<file path="config.mk">
export PLATFORM = sky130hd
export DESIGN_NAME = ddo_div
export DESIGN_NICKNAME = d
export VERILOG_FILES = /design/src/rtl/ddo_pkg.sv /design/src/rtl/ddo_div.sv
export SDC_FILE = /design/constraint.sdc
export NUM_CORES = 1
export LEC_CHECK = 0
export BUFFER_PORTS_ARGS = -buffer_cell sky130_fd_sc_hd__buf_2
export CAP_MARGIN = 5
export CORE_MARGIN = 2
export CORE_UTILIZATION = 58
export CTS_CLUSTER_DIAMETER = 200
export CTS_CLUSTER_SIZE = 16
export DETAILED_ROUTE_END_ITERATION = 6
export PLACE_DENSITY_LB_ADDON = 0.3
export SYNTH_ARGS = -nofsm -noshare
export SYNTH_HDL_FRONTEND = slang
export SYNTH_SLANG_ARGS = --single-unit
</file>
<file path="constraint.sdc">
create_clock -name i_clk -period 4.4 [get_ports i_clk]
set_clock_uncertainty 0.15 [all_clocks]
set_input_delay 0.22 -clock i_clk [delete_from_list [all_inputs] [get_ports i_clk]]
set_output_delay 0.22 -clock i_clk [all_outputs]
set_load 0.05 [all_outputs]
</file>
<file path="src/rtl/ddo_pkg.sv">
// ----------------------------------------------------------------------------
// ddo_pkg
// Shared types, fixed-point constants and the CORDIC arctangent table for
// the differential-drive odometry block.
// ----------------------------------------------------------------------------
package ddo_pkg;

    // angles in 2^-24 rad
    localparam int TWO_PI_Q    = 105414357;
    localparam int PI_Q        = 52707179;
    localparam int HALF_PI_Q   = 26353589;
    // CORDIC start gain, Q1.30
    localparam int CORDIC_GAIN = 652032874;

    localparam int MUL_W  = 35;          // shared multiplier operand width
    localparam int PROD_W = 2 * MUL_W;
    localparam int TRV_W  = 34;          // wheel travel width
    localparam int CS_W   = 34;          // CORDIC x/y/z width
    localparam int PHI_W  = 30;          // CORDIC input angle width
    localparam int NUM_W  = 64;          // divider numerator
    localparam int DEN_W  = 34;          // divider denominator

    // configuration register indexes
    localparam logic [2:0] CFG_RIGHT_REVERSE = 3'd0;
    localparam logic [2:0] CFG_LEFT_REVERSE  = 3'd1;
    localparam logic [2:0] CFG_RIGHT_SCALE   = 3'd2;
    localparam logic [2:0] CFG_LEFT_SCALE    = 3'd3;
    localparam logic [2:0] CFG_RIGHT_ARM     = 3'd4;
    localparam logic [2:0] CFG_LEFT_ARM      = 3'd5;
    localparam logic [2:0] CFG_THRESHOLD     = 3'd6;
    localparam logic [2:0] CFG_COUNT_OFFSET  = 3'd7;

    typedef enum logic [3:0] {
        ST_IDLE,
        ST_MUL_TR,
        ST_MUL_TL,
        ST_MUL_D1,
        ST_MUL_D2,
        ST_SUM,
        ST_DIV_D,
        ST_DIV_A,
        ST_COR1,
        ST_MUL_C,
        ST_DIVC_GO,
        ST_DIV_C,
        ST_COR2,
        ST_MUL_X,
        ST_MUL_Y,
        ST_UPD
    } t_state;

    // atan(2^-k) in Q30
    function automatic logic [29:0] atan_q30(input logic [4:0] k);
        logic [29:0] v;
        case (k)
            5'd0:  v = 30'd843314857;
            5'd1:  v = 30'd497837829;
            5'd2:  v = 30'd263043837;
            5'd3:  v = 30'd133525159;
            5'd4:  v = 30'd67021687;
            5'd5:  v = 30'd33543516;
            5'd6:  v = 30'd16775851;
            5'd7:  v = 30'd8388437;
            5'd8:  v = 30'd4194283;
            5'd9:  v = 30'd2097149;
            5'd10: v = 30'd1048576;
            5'd11: v = 30'd524288;
            5'd12: v = 30'd262144;
            5'd13: v = 30'd131072;
            5'd14: v = 30'd65536;
            5'd15: v = 30'd32768;
            5'd16: v = 30'd16384;
            5'd17: v = 30'd8192;
            5'd18: v = 30'd4096;
            5'd19: v = 30'd2048;
            5'd20: v = 30'd1024;
            5'd21: v = 30'd512;
            5'd22: v = 30'd256;
            5'd23: v = 30'd128;
            5'd24: v = 30'd64;
            5'd25: v = 30'd32;
            5'd26: v = 30'd16;
            5'd27: v = 30'd8;
            5'd28: v = 30'd4;
            5'd29: v = 30'd2;
            5'd30: v = 30'd1;
            default: v = 30'd0;
        endcase
        return v;
    endfunction

endpackage

</file>
<file path="src/rtl/ddo_div.sv">
// ----------------------------------------------------------------------------
// ddo_div
// Signed truncating divider, restoring, one quotient bit per cycle.
// ----------------------------------------------------------------------------
module ddo_div (
    input  logic                              i_clk,
    input  logic                              i_rst_n,
    input  logic                              i_start,
    input  logic signed [ddo_pkg::NUM_W-1:0]  i_num,
    input  logic signed [ddo_pkg::DEN_W-1:0]  i_den,
    output logic                              o_done,
    output logic signed [ddo_pkg::NUM_W:0]    o_quo
);
    localparam int NW = ddo_pkg::NUM_W;
    localparam int DW = ddo_pkg::DEN_W;
    localparam int CW = $clog2(NW + 1);

    logic [NW-1:0] r_quo;
    logic [DW-1:0] r_rem;
    logic [DW-1:0] r_den;
    logic [CW-1:0] r_cnt;
    logic          r_busy;
    logic          r_neg;
    logic          r_done;

    logic [DW:0]   trial;
    logic [DW:0]   diff;

    assign trial = {r_rem, r_quo[NW-1]};
    assign diff  = trial - {1'b0, r_den};

    always_ff @(posedge i_clk) begin
        if (!i_rst_n) begin
            r_busy <= 1'b0;
            r_done <= 1'b0;
            r_cnt  <= '0;
        end else begin
            r_done <= 1'b0;
            if (i_start) begin
                r_busy <= 1'b1;
                r_cnt  <= CW'(NW);
            end else if (r_busy) begin
                r_cnt <= r_cnt - 1'b1;
                if (r_cnt == CW'(1)) begin
                    r_busy <= 1'b0;
                    r_done <= 1'b1;
                end
            end
        end
    end

    always_ff @(posedge i_clk) begin
        if (i_start) begin
            r_quo <= i_num[NW-1] ? NW'(-i_num) : NW'(i_num);
            r_den <= i_den[DW-1] ? DW'(-i_den) : DW'(i_den);
            r_neg <= i_num[NW-1] ^ i_den[DW-1];
            r_rem <= '0;
        end else if (r_busy) begin
            if (!diff[DW]) begin
                r_rem <= diff[DW-1:0];
                r_quo <= {r_quo[NW-2:0], 1'b1};
            end else begin
                r_rem <= trial[DW-1:0];
                r_quo <= {r_quo[NW-2:0], 1'b0};
            end
        end
    end

    assign o_done = r_done;
    assign o_quo  = r_neg ? -signed'({1'b0, r_quo}) : signed'({1'b0, r_quo});

endmodule

</file>
==> impl_metrics.toml <==
[placed_design]
port_buffers = 166
dp_hpwl_um = 19010
gp_congestion = 0.9171

[route]
drt_wl_total_um = 26570
via_per_inst = 5.889
dr.pass1.iters = 5
drt-initial-drc-count = 756
detail-route-antenna-nets = 0
post_drt_wl_per_cell_um = 16.23
post-route-drc-count = 0
vias = 9641

[synth]
synth_edf_count = 99
synth_top_family_by_area = "compound AO/OA/AOI/OAI gates"
synth_area_per_cell_sq_um = 8.780
synthMuxAreaShare_pct = 2.198
yosysMostFrequentCell = "nor2_1"
synth_top_area_share_pct = 28.08
synth_compound_area_share_pct = 20.26
yosysTopAreaCell = "edfxtp_1"
synth-adder-area-share_pct = 4.797
ys_top_cells_by_count = "127 x nor2_1, 112 x xnor2_1, 99 x edfxtp_1"
synthTopCellsByArea = "edfxtp_1 28%, xnor2_1 9.3%, dfxtp_1 8.1%"
synth_simple_gate_area_share_pct = 17.65
yosysUniqueCellTypes = 64
synth-seq-cells = 142
synth_cells = 1206
ys_warn_count = 0
dominantRegCellSynth = "edfxtp_1"
synthXorXnorAreaFrac_pct = 15.05
synth-seq-area-share_pct = 36.20
synth_area_sq_um = 10590
async_flop_share_pct = 0
synth_fp_nets = 1347

[outcome]
status = "complete, no violations"

[critical_path]
worstSetupPathType = "flip-flop to output pin"
worst-path-buf-inv = 1
cp_max_fo = 6
start_kind = "flip-flop"
path_common_cell = "or3_4"
cp-end-kind = "output pin"
required_ps = 4030
crit_arrival_ps = 3940
cp_cell_sequence = "or3_4, or4_4, or3_4, or3_4, or3_4, nor3_2, nand2_2, o21ai_0, xnor2_1, buf_4"
critPathMaxStageDelay_ps = 570
crit_family = "simple AND/OR/NAND/NOR gates"
cpMaxStageDelayCell = "or4_4"

[grt]
grt_pass1_vias = 9155
grt.total_usage_pct = 26.99
antenna_found_initial = 1
grt_pass1_wl_um = 43360
grt-ovfl-total = 0
grt_max_degree = 102

[floorplan]
io_pins = 167
die_height_um = 139.1
initial_core_util_pct = 58.95
die_w_um = 139.1
core_area_sq_um = 17960
fp-row-count = 49
die-area_sq_um = 19350

[power_and_ir_drop]
p_leak_nw = 4.979
p_int_mw = 3.027
pwr-share-clk_pct = 29.3
ir_worst_vdd_uv = 285.7
p_switching_mw = 1.758
pwr-share-seq_pct = 36.0
pwr_density_cell_nw_per_um2 = 376.2
p_comb_share_pct = 34.7
power_mw = 4.785
switching_share_pct = 36.74

[sta]
min_period_ps = 4310
grt_setup_unrepaired = "yes"
finalMaxSlewViolations = 0
slew_headroom_pct = 32.37
fin_crit_sh_pct = 97.96
whs_ps = 19.53
setup_viol = 0
hold_violations = 0
worst_slew_pin_slew_ps = 1014
clock.fmax_mhz = 232.0

[clock_tree]
numClockSinks = 142
numCtsBuffers = 17
cts_buffer_depth = 2
insertion_delay_ps = 420
cts-htree-levels = 4
cts-root-buf = "clkbuf_16"
tritoncts = "yes"
clkTransAtPathRegs_ps = 60

[cells_and_area]
syn_to_final_growth_pct = 20.11
fillCellCount = 1350
drive_gt1_share_pct = 18.85
num-nets-final = 1534

[run]
maxCapViolCount = 0

[worst_hold_path]
hold_class = "input port to flip-flop"
worst register-to-register path: cells and delay by family, from the launching register on:
kind	cells	cell delay, ps
fa+ha+maj	2	440
simple gates	4	960
flops	1	500
buf+inv	3	620
compound gates	5	1130
flip-flops by register name, indices dropped and copies added, names as in the netlist:
signal	flops
r_quo	64
r_den	34
r_rem	34
r_cnt	7
o_done	1
r_busy	1
r_neg	1
cell type report:
cell class                 instances  area [sq um]  area share [%]
sequential                       142          3834           30.14
timing repair buffer             220          1340           10.54
inverter                          55         206.4           1.623
multi-input combinational        957          6484           50.98
tap                              229         286.5           2.253
clock buffer                      25         475.5           3.738
antenna                            2         5.005         0.03935
clock inverter                     7         87.58          0.6886
power by group through the flow:
| stage | Clock, mW | Combinational (mW) | Sequential [mW] |
|---|---|---|---|
| 4_1_cts | 1.42 | 1.64 | 1.72 |
| 3_3_place_gp | 0 | 1.57 | 1.73 |
| 5_1_grt | 1.46 | 1.79 | 1.74 |
| 3_5_place_dp | 0 | 1.60 | 1.74 |
| 2_1_floorplan | 0 | 1.24 | 1.70 |
| 6_report | 1.40 | 1.66 | 1.72 |
cells by family after synthesis:
| family | after synthesis |
|---|---|
| muxes | 23 |
| xor gates and xnor gates | 182 |
| and+or+nand+nor | 375 |
| DFF | 142 |
| adders and majority gates | 40 |
| AOI/OAI and AO/OA | 337 |
| buffers and inverters | 107 |
routing by layer:
metal  GRT usage (%)  vias to the layer above  part of all wire (%)
li1                -                     4774                     -
met1           35.49                     4482                    44
met2           46.25                      345                    48
met3           3.902                       40                   6.2
met4           8.453                        0                   1.8
met5               0                        -                     0
path summary, 6_finish.rpt:
path | from | endpoint | slack, ps | cells past startpoint
max | r_quo[3]$_DFFE_PP_ | o_quo[54] | 90 | 10
min | i_den[2] | r_den[2]$_DFFE_PP_ | 20 | 2
max reg2reg | r_quo[63]$_DFFE_PP_ | r_rem[21]$_SDFFE_PP0P_ | 470 | 14
min reg2reg | r_rem[25]$_SDFFE_PP0P_ | r_rem[25]$_SDFFE_PP0P_ | 340 | 2
what timing repair did:
item,in CTS,in global routing
hold endpoints to repair,31,0
pin swaps,2,2
gates resized for setup,25,10
buffers inserted,1,5
hold buffers,29,0
endpoints found under the setup margin,13,12
per-stage QoR:
stage	area, sq um	setup slack (ps)	util, %	setup TNS (ps)	instances
floorplan	10590	294.6	-	0	1206
global placement	11670	178.2	64.96	0	1568
detailed placement	11670	77.83	64.96	0	1568
CTS	12630	59.35	70.29	0	1630
global route	12710	-33.29	70.77	-45.96	1635
finish	12720	89.83	70.80	0	1637
placed cells by master (no fill, tap or decap), types with 4 or more instances in the layout:
cell and instances:
o211ai_1 7, or4_1 19, mux2i_1 21, nand3_1 18
inv_1 54, nand2b_1 17, nor3_1 15, and3_1 4
o31ai_1 41, dlygate4sd3_1 29, a21o_1 10, clkbuf_1 6
nor4_1 6, a31o_2 4, or3_1 23, nor2b_1 11
edfxtp_1 99, a21oi_1 98, buf_4 35, a211oi_1 24
nand2_1 83, o21a_1 10, nor2_1 127, o21ai_0 80
a31oi_1 7, or2_2 8, ha_1 39, or4_4 10
or3_4 7, nand4_1 7, xnor2_1 112, o41ai_1 22
xor2_1 70, dfxtp_1 43, and2_1 6, clkbuf_16 17
buf_2 155, o22ai_1 4
Note: power is estimated with default switching activity, not from simulation.
