==> src/rtl/ddo_pkg.sv <==
// ----------------------------------------------------------------------------
// ddo_pkg
// Shared types, fixed-point constants and the CORDIC arctangent table for
// the differential-drive odometry block.
// ----------------------------------------------------------------------------
package ddo_pkg;

    // angles in 2^-24 rad
    localparam int TWO_PI_Q    = 105414357;
    localparam int PI_Q        = 52707179;
    localparam int HALF_PI_Q   = 26353589;
    // CORDIC start gain, Q1.30
    localparam int CORDIC_GAIN = 652032874;

    localparam int MUL_W  = 35;          // shared multiplier operand width
    localparam int PROD_W = 2 * MUL_W;
    localparam int TRV_W  = 34;          // wheel travel width
    localparam int CS_W   = 34;          // CORDIC x/y/z width
    localparam int PHI_W  = 30;          // CORDIC input angle width
    localparam int NUM_W  = 64;          // divider numerator
    localparam int DEN_W  = 34;          // divider denominator

    // configuration register indexes
    localparam logic [2:0] CFG_RIGHT_REVERSE = 3'd0;
    localparam logic [2:0] CFG_LEFT_REVERSE  = 3'd1;
    localparam logic [2:0] CFG_RIGHT_SCALE   = 3'd2;
    localparam logic [2:0] CFG_LEFT_SCALE    = 3'd3;
    localparam logic [2:0] CFG_RIGHT_ARM     = 3'd4;
    localparam logic [2:0] CFG_LEFT_ARM      = 3'd5;
    localparam logic [2:0] CFG_THRESHOLD     = 3'd6;
    localparam logic [2:0] CFG_COUNT_OFFSET  = 3'd7;

    typedef enum logic [3:0] {
        ST_IDLE,
        ST_MUL_TR,
        ST_MUL_TL,
        ST_MUL_D1,
        ST_MUL_D2,
        ST_SUM,
        ST_DIV_D,
        ST_DIV_A,
        ST_COR1,
        ST_MUL_C,
        ST_DIVC_GO,
        ST_DIV_C,
        ST_COR2,
        ST_MUL_X,
        ST_MUL_Y,
        ST_UPD
    } t_state;

    // atan(2^-k) in Q30
    function automatic logic [29:0] atan_q30(input logic [4:0] k);
        logic [29:0] v;
        case (k)
            5'd0:  v = 30'd843314857;
            5'd1:  v = 30'd497837829;
            5'd2:  v = 30'd263043837;
            5'd3:  v = 30'd133525159;
            5'd4:  v = 30'd67021687;
            5'd5:  v = 30'd33543516;
            5'd6:  v = 30'd16775851;
            5'd7:  v = 30'd8388437;
            5'd8:  v = 30'd4194283;
            5'd9:  v = 30'd2097149;
            5'd10: v = 30'd1048576;
            5'd11: v = 30'd524288;
            5'd12: v = 30'd262144;
            5'd13: v = 30'd131072;
            5'd14: v = 30'd65536;
            5'd15: v = 30'd32768;
            5'd16: v = 30'd16384;
            5'd17: v = 30'd8192;
            5'd18: v = 30'd4096;
            5'd19: v = 30'd2048;
            5'd20: v = 30'd1024;
            5'd21: v = 30'd512;
            5'd22: v = 30'd256;
            5'd23: v = 30'd128;
            5'd24: v = 30'd64;
            5'd25: v = 30'd32;
            5'd26: v = 30'd16;
            5'd27: v = 30'd8;
            5'd28: v = 30'd4;
            5'd29: v = 30'd2;
            5'd30: v = 30'd1;
            default: v = 30'd0;
        endcase
        return v;
    endfunction

endpackage

==> src/rtl/ddo_cordic.sv <==
// ----------------------------------------------------------------------------
// ddo_cordic
// Rotation-mode CORDIC, one micro-rotation per cycle, sin and cos in Q1.30.
// ----------------------------------------------------------------------------
module ddo_cordic #(
    parameter int STEPS = 24
) (
    input  logic                              i_clk,
    input  logic                              i_rst_n,
    input  logic                              i_start,
    input  logic signed [ddo_pkg::PHI_W-1:0]  i_phi,
    output logic                              o_done,
    output logic signed [ddo_pkg::CS_W-1:0]   o_sin,
    output logic signed [ddo_pkg::CS_W-1:0]   o_cos
);
    localparam int W  = ddo_pkg::CS_W;
    localparam int PW = ddo_pkg::PHI_W;
    localparam int CW = $clog2(STEPS + 1);

    logic signed [W-1:0] r_x, r_y, r_z;
    logic [CW-1:0]       r_cnt;
    logic                r_busy;
    logic                r_neg;
    logic                r_done;

    logic signed [PW-1:0] fold;
    logic                 fold_neg;
    logic [4:0]           k;
    logic signed [W-1:0]  xs, ys, at;

    // bring the angle into [-pi/2, pi/2], remembering a half-turn
    always_comb begin
        fold     = i_phi;
        fold_neg = 1'b0;
        if (fold > PW'(ddo_pkg::PI_Q))  fold = fold - PW'(ddo_pkg::TWO_PI_Q);
        if (fold > PW'(ddo_pkg::PI_Q))  fold = fold - PW'(ddo_pkg::TWO_PI_Q);
        if (fold < -PW'(ddo_pkg::PI_Q)) fold = fold + PW'(ddo_pkg::TWO_PI_Q);
        if (fold < -PW'(ddo_pkg::PI_Q)) fold = fold + PW'(ddo_pkg::TWO_PI_Q);
        if (fold > PW'(ddo_pkg::HALF_PI_Q)) begin
            fold     = fold - PW'(ddo_pkg::PI_Q);
            fold_neg = 1'b1;
        end else if (fold < -PW'(ddo_pkg::HALF_PI_Q)) begin
            fold     = fold + PW'(ddo_pkg::PI_Q);
            fold_neg = 1'b1;
        end
    end

    assign k  = 5'(STEPS - 32'(r_cnt));
    assign xs = r_x >>> k;
    assign ys = r_y >>> k;
    assign at = signed'(W'(ddo_pkg::atan_q30(k)));

    always_ff @(posedge i_clk) begin
        if (!i_rst_n) begin
            r_busy <= 1'b0;
            r_done <= 1'b0;
            r_cnt  <= '0;
        end else begin
            r_done <= 1'b0;
            if (i_start) begin
                r_busy <= 1'b1;
                r_cnt  <= CW'(STEPS);
            end else if (r_busy) begin
                r_cnt <= r_cnt - 1'b1;
                if (r_cnt == CW'(1)) begin
                    r_busy <= 1'b0;
                    r_done <= 1'b1;
                end
            end
        end
    end

    always_ff @(posedge i_clk) begin
        if (i_start) begin
            r_x   <= W'(ddo_pkg::CORDIC_GAIN);
            r_y   <= '0;
            r_z   <= W'(fold) <<< 6;
            r_neg <= fold_neg;
        end else if (r_busy) begin
            if (!r_z[W-1]) begin
                r_x <= r_x - ys;
                r_y <= r_y + xs;
                r_z <= r_z - at;
            end else begin
                r_x <= r_x + ys;
                r_y <= r_y - xs;
                r_z <= r_z + at;
            end
        end
    end

    assign o_done = r_done;
    assign o_sin  = r_neg ? -r_y : r_y;
    assign o_cos  = r_neg ? -r_x : r_x;

endmodule

==> config.mk <==
export PLATFORM = sky130hd
export DESIGN_NAME = ddo_cordic
export DESIGN_NICKNAME = d
export VERILOG_FILES = /design/src/rtl/ddo_pkg.sv /design/src/rtl/ddo_cordic.sv
export SDC_FILE = /design/constraint.sdc
export NUM_CORES = 1
export LEC_CHECK = 0
export ABC_CLOCK_PERIOD_IN_PS = 12100
export BUFFER_PORTS_ARGS = -buffer_cell sky130_fd_sc_hd__buf_4
export CORE_ASPECT_RATIO = 1.4
export CORE_MARGIN = 3
export CORE_UTILIZATION = 40
export DETAILED_ROUTE_END_ITERATION = 10
export GPL_ROUTABILITY_DRIVEN = 0
export MAX_ROUTING_LAYER = met4
export PLACE_DENSITY = 0.56
export SLEW_MARGIN = 10
export SYNTH_ARGS = -nofsm -noshare
export SYNTH_HDL_FRONTEND = slang
export SYNTH_SLANG_ARGS = --single-unit
export TNS_END_PERCENT = 10
==> constraint.sdc <==
create_clock -name i_clk -period 12.1 [get_ports i_clk]
set_input_delay 3.025 -clock i_clk [delete_from_list [all_inputs] [get_ports i_clk]]
set_output_delay 3.025 -clock i_clk [all_outputs]
set_load 0.05 [all_outputs]
==> results.sh <==
export IMPL_path_common_cell="buf_4"
export IMPL_whs_path_depth=2
export IMPL_relSlewSlack_pct=28.4
export IMPL_ant_nets=0
export IMPL_worst_skew_pair_late_latency_ns=0.40
export IMPL_mostFrequentLayoutCells="buf_4 (489), nand2_1 (350), nor2_1 (339)"
export IMPL_worstMarginPinSlew_ns=1.04
export IMPL_cts_buffer_depth=2
export IMPL_grt_overflow_total=0
export IMPL_dieArea_um2=62100
export IMPL_cellPowerDensity_nw_per_um2=315
export IMPL_detail_route_first_pass_iterations=5
export IMPL_cts_sinks=110
export IMPL_place_detailed_hpwl_um=74000
export IMPL_detail_route_iter0_violations=1391
export IMPL_synth_area_top_cells="xnor2_1 (11%), dfxtp_1 (6.9%), ha_1 (6.5%)"
export IMPL_setup_violations_final=0
export IMPL_grt_max_degree=69
export IMPL_worstReg2RegEnd="r_y[33]"
export IMPL_crit_path_start_kind="primary input"
export IMPL_ys_ff_latch=110
export IMPL_skew_ns=0.0176
export IMPL_slowest_stage="o41ai_1"
export IMPL_ys_seq_area_share_pct=10.5
export IMPL_rsz0062_at_grt="no"
export IMPL_synth_top_area_share_pct=10.9
export IMPL_first_global_vias=27300
export IMPL_die_x_um=212
export IMPL_cts_tree="yes"
export IMPL_port_buffer_count=101
export IMPL_drc=0
export IMPL_regArea_um2=2500
export IMPL_critPathRequiredTime_ns=12.22
export IMPL_num_vias=27000
export IMPL_min_to="r_z[2]"
export IMPL_hp_class="reg -> reg"
export IMPL_ff2ff_setup_slack_ns=1.99
export IMPL_synth_cells=3366
export IMPL_critPathCaptureType="flop"
export IMPL_grt_pass1_wl_um=144000
export IMPL_std_cell_rows=104
export IMPL_cts_buffers_inserted=9
export IMPL_fin_setup_tns_ns=0
export IMPL_synth_cell_types=119
export IMPL_synthToLayoutAreaGrowth_pct=18.2
export IMPL_max_clock_freq_ghz=0.0852
export IMPL_yosysWarnings=0
export IMPL_pin_count=102
export IMPL_drv_slew=0
export IMPL_multi_input_area_um2=20000
export IMPL_fin_crit_ns=11.74
export IMPL_nNetsFinal=3816
export IMPL_startpoint="i_phi[0]"
export IMPL_start_util_pct=40.8
export IMPL_core_area_um2=58000
export IMPL_outcome="finished, final reports clean"
export IMPL_cts_root_buf="clkbuf_16"
export IMPL_yosysTopAreaCell="xnor2_1"
export IMPL_max_stage_delay_ns=0.61
export IMPL_synthArstFlopShare_pct=0
export IMPL_postLayoutCoreUtil_pct=48.2
export IMPL_synth_flop_cell="dfxtp_1"
export IMPL_drive_above_1_share_pct=18.2
export IMPL_syn_nets=3524
export IMPL_crit_arrival_ns=11.85
export IMPL_maxCapViolCount=0
export IMPL_syn_avg_cell_area_um2=7.03
export IMPL_grt_use_total_pct=29.8
export IMPL_vias_per_cell=6.13
export IMPL_finalHoldViolCount=0
export IMPL_r2r_start="r_cnt[1]"
export IMPL_place_worst_setup_slack_ns=-0.168
export IMPL_period_share_pct=97.0
export IMPL_min_from="r_z[2]"
export IMPL_antenna_found_initial=1
export IMPL_ir_worst_vdd_v=0.000248
export IMPL_htreeDepth=3
export IMPL_wire_per_inst_um=21.0
export IMPL_path_class="in -> reg"
export IMPL_path_max_fanout=13
export IMPL_reg2reg_depth=39
export IMPL_power_leakage_uw=0.0112
export IMPL_fill_cells=5871
export IMPL_cts_reportedPaths_clkPinSlew_ns=0.09
export IMPL_die_h_um=294
export IMPL_hold_ws_ns=0.496
export IMPL_postLayoutSetupSlackWorst_ns=0.363
export IMPL_mostFrequentLayoutCell="buf_4"
export IMPL_synth_edf_count=29
export IMPL_synth_cell_area_um2=23700
export IMPL_wirelength_um=92700
==> layer usage <==
metal	track usage [%]	up-vias	routed length, um
met5	-	-	0
met4	27.5	0	10100
met3	3.73	444	3910
met2	55.6	975	48700
met1	25.4	12600	29900
li1	-	13000	-
==> power breakdown <==
group / switching (uW) / total [uW] / internal [uW]
clock network: 165 / 330 / 165
registers: 267 / 824 / 557
logic: 4480 / 7640 / 3160
==> per-stage QoR <==
| step | cell area (um2) | power [uW] | instances |
|---|---|---|---|
| 3_3_place_gp | 27500 | 8230 | 4389 |
| 3_5_place_dp | 27500 | 8340 | 4389 |
| 6_report | 28000 | 8790 | 4406 |
| 5_1_grt | 28000 | 9510 | 4406 |
| 2_1_floorplan | 23700 | 6260 | 3366 |
| 4_1_cts | 27800 | 8720 | 4405 |
==> layout make-up <==
type | count | area share [%]
Clock buffer | 10 | 0.819
Sequential cell | 110 | 8.93
Multi-Input combinational cell | 2929 | 71.5
Timing Repair Buffer | 496 | 13.6
Antenna cell | 1 | 0.00895
Inverter | 112 | 1.50
Clock inverter | 6 | 0.277
Tap cell | 742 | 3.32
==> kinds of logic (layout without fill, tap and decap cells) <==
kind of cell / Yosys count / count (layout) / synth area share, %
mux: 128 / 128 / 6.71
compound gates: 1138 / 1138 / 32.8
other cells: 0 / 1 / 0
flops: 110 / 110 / 10.5
buf+inv: 327 / 624 / 5.72
simple gates: 1148 / 1148 / 23.1
xor+xnor: 390 / 390 / 14.4
fa+ha+maj: 125 / 125 / 6.71
==> worst max-delay path by stage <==
| stage | slack, ns | cells past startpoint | to |
|---|---|---|---|
| floorplan | 0.04 | 44 | r_z[21] |
| global placement | -0.02 | 45 | r_z[15] |
| detailed placement | -0.17 | 45 | r_z[15] |
| CTS | 0.25 | 45 | r_z[15] |
| global route | 0.007 | 43 | r_z[26] |
| finish | 0.36 | 39 | r_z[6] |
==> cells in the mapped netlist, types with 11 or more instances <==
master	number
a31oi_1	70
o221ai_1	11
mux2_2	17
o31a_1	11
and2_1	36
a211oi_1	65
or2_2	24
a22oi_1	12
clkbuf_1	135
nor2_1	342
o211a_1	12
o21ai_1	34
a21o_1	23
o21a_1	36
ha_1	122
a211o_1	11
mux4_2	22
edfxtp_1	29
dfxtp_1	81
o211ai_1	39
a21oi_1	289
nand4_1	17
nor2b_1	31
nand3_1	71
a32oi_1	13
o21bai_1	32
a21boi_0	21
or3_1	36
nor3_1	68
o31ai_1	35
xnor2_1	294
a22o_1	32
o21ai_0	206
nand2_1	350
mux2i_1	87
or4_1	17
o41ai_1	22
inv_1	111
nor4_1	27
buf_1	35
xor2_1	96
nand2b_1	29
and3_1	44
buf_2	28
==> sequential cells by signal, indices dropped and copies added (netlist names) <==
register,count
r_neg,1
o_done,1
r_x,34
r_z,34
r_y,34
r_cnt,5
r_busy,1
==> critical path, delay by kind of cell <==
kind,cells,cell delay [ns]
simple gates,10,2.11
buf+inv,9,1.39
xor+xnor,4,0.71
fa+ha+maj,2,0.40
compound gates,14,4.20
==> repair_timing <==
item                                    in CTS  in global routing
hold buffers                                 0                  0
setup buffers                                0                  0
endpoints found under the setup margin       0                 29
hold endpoints to repair                     0                  0
resized for setup                            0                 20
Power figures use the tool's default switching activity.
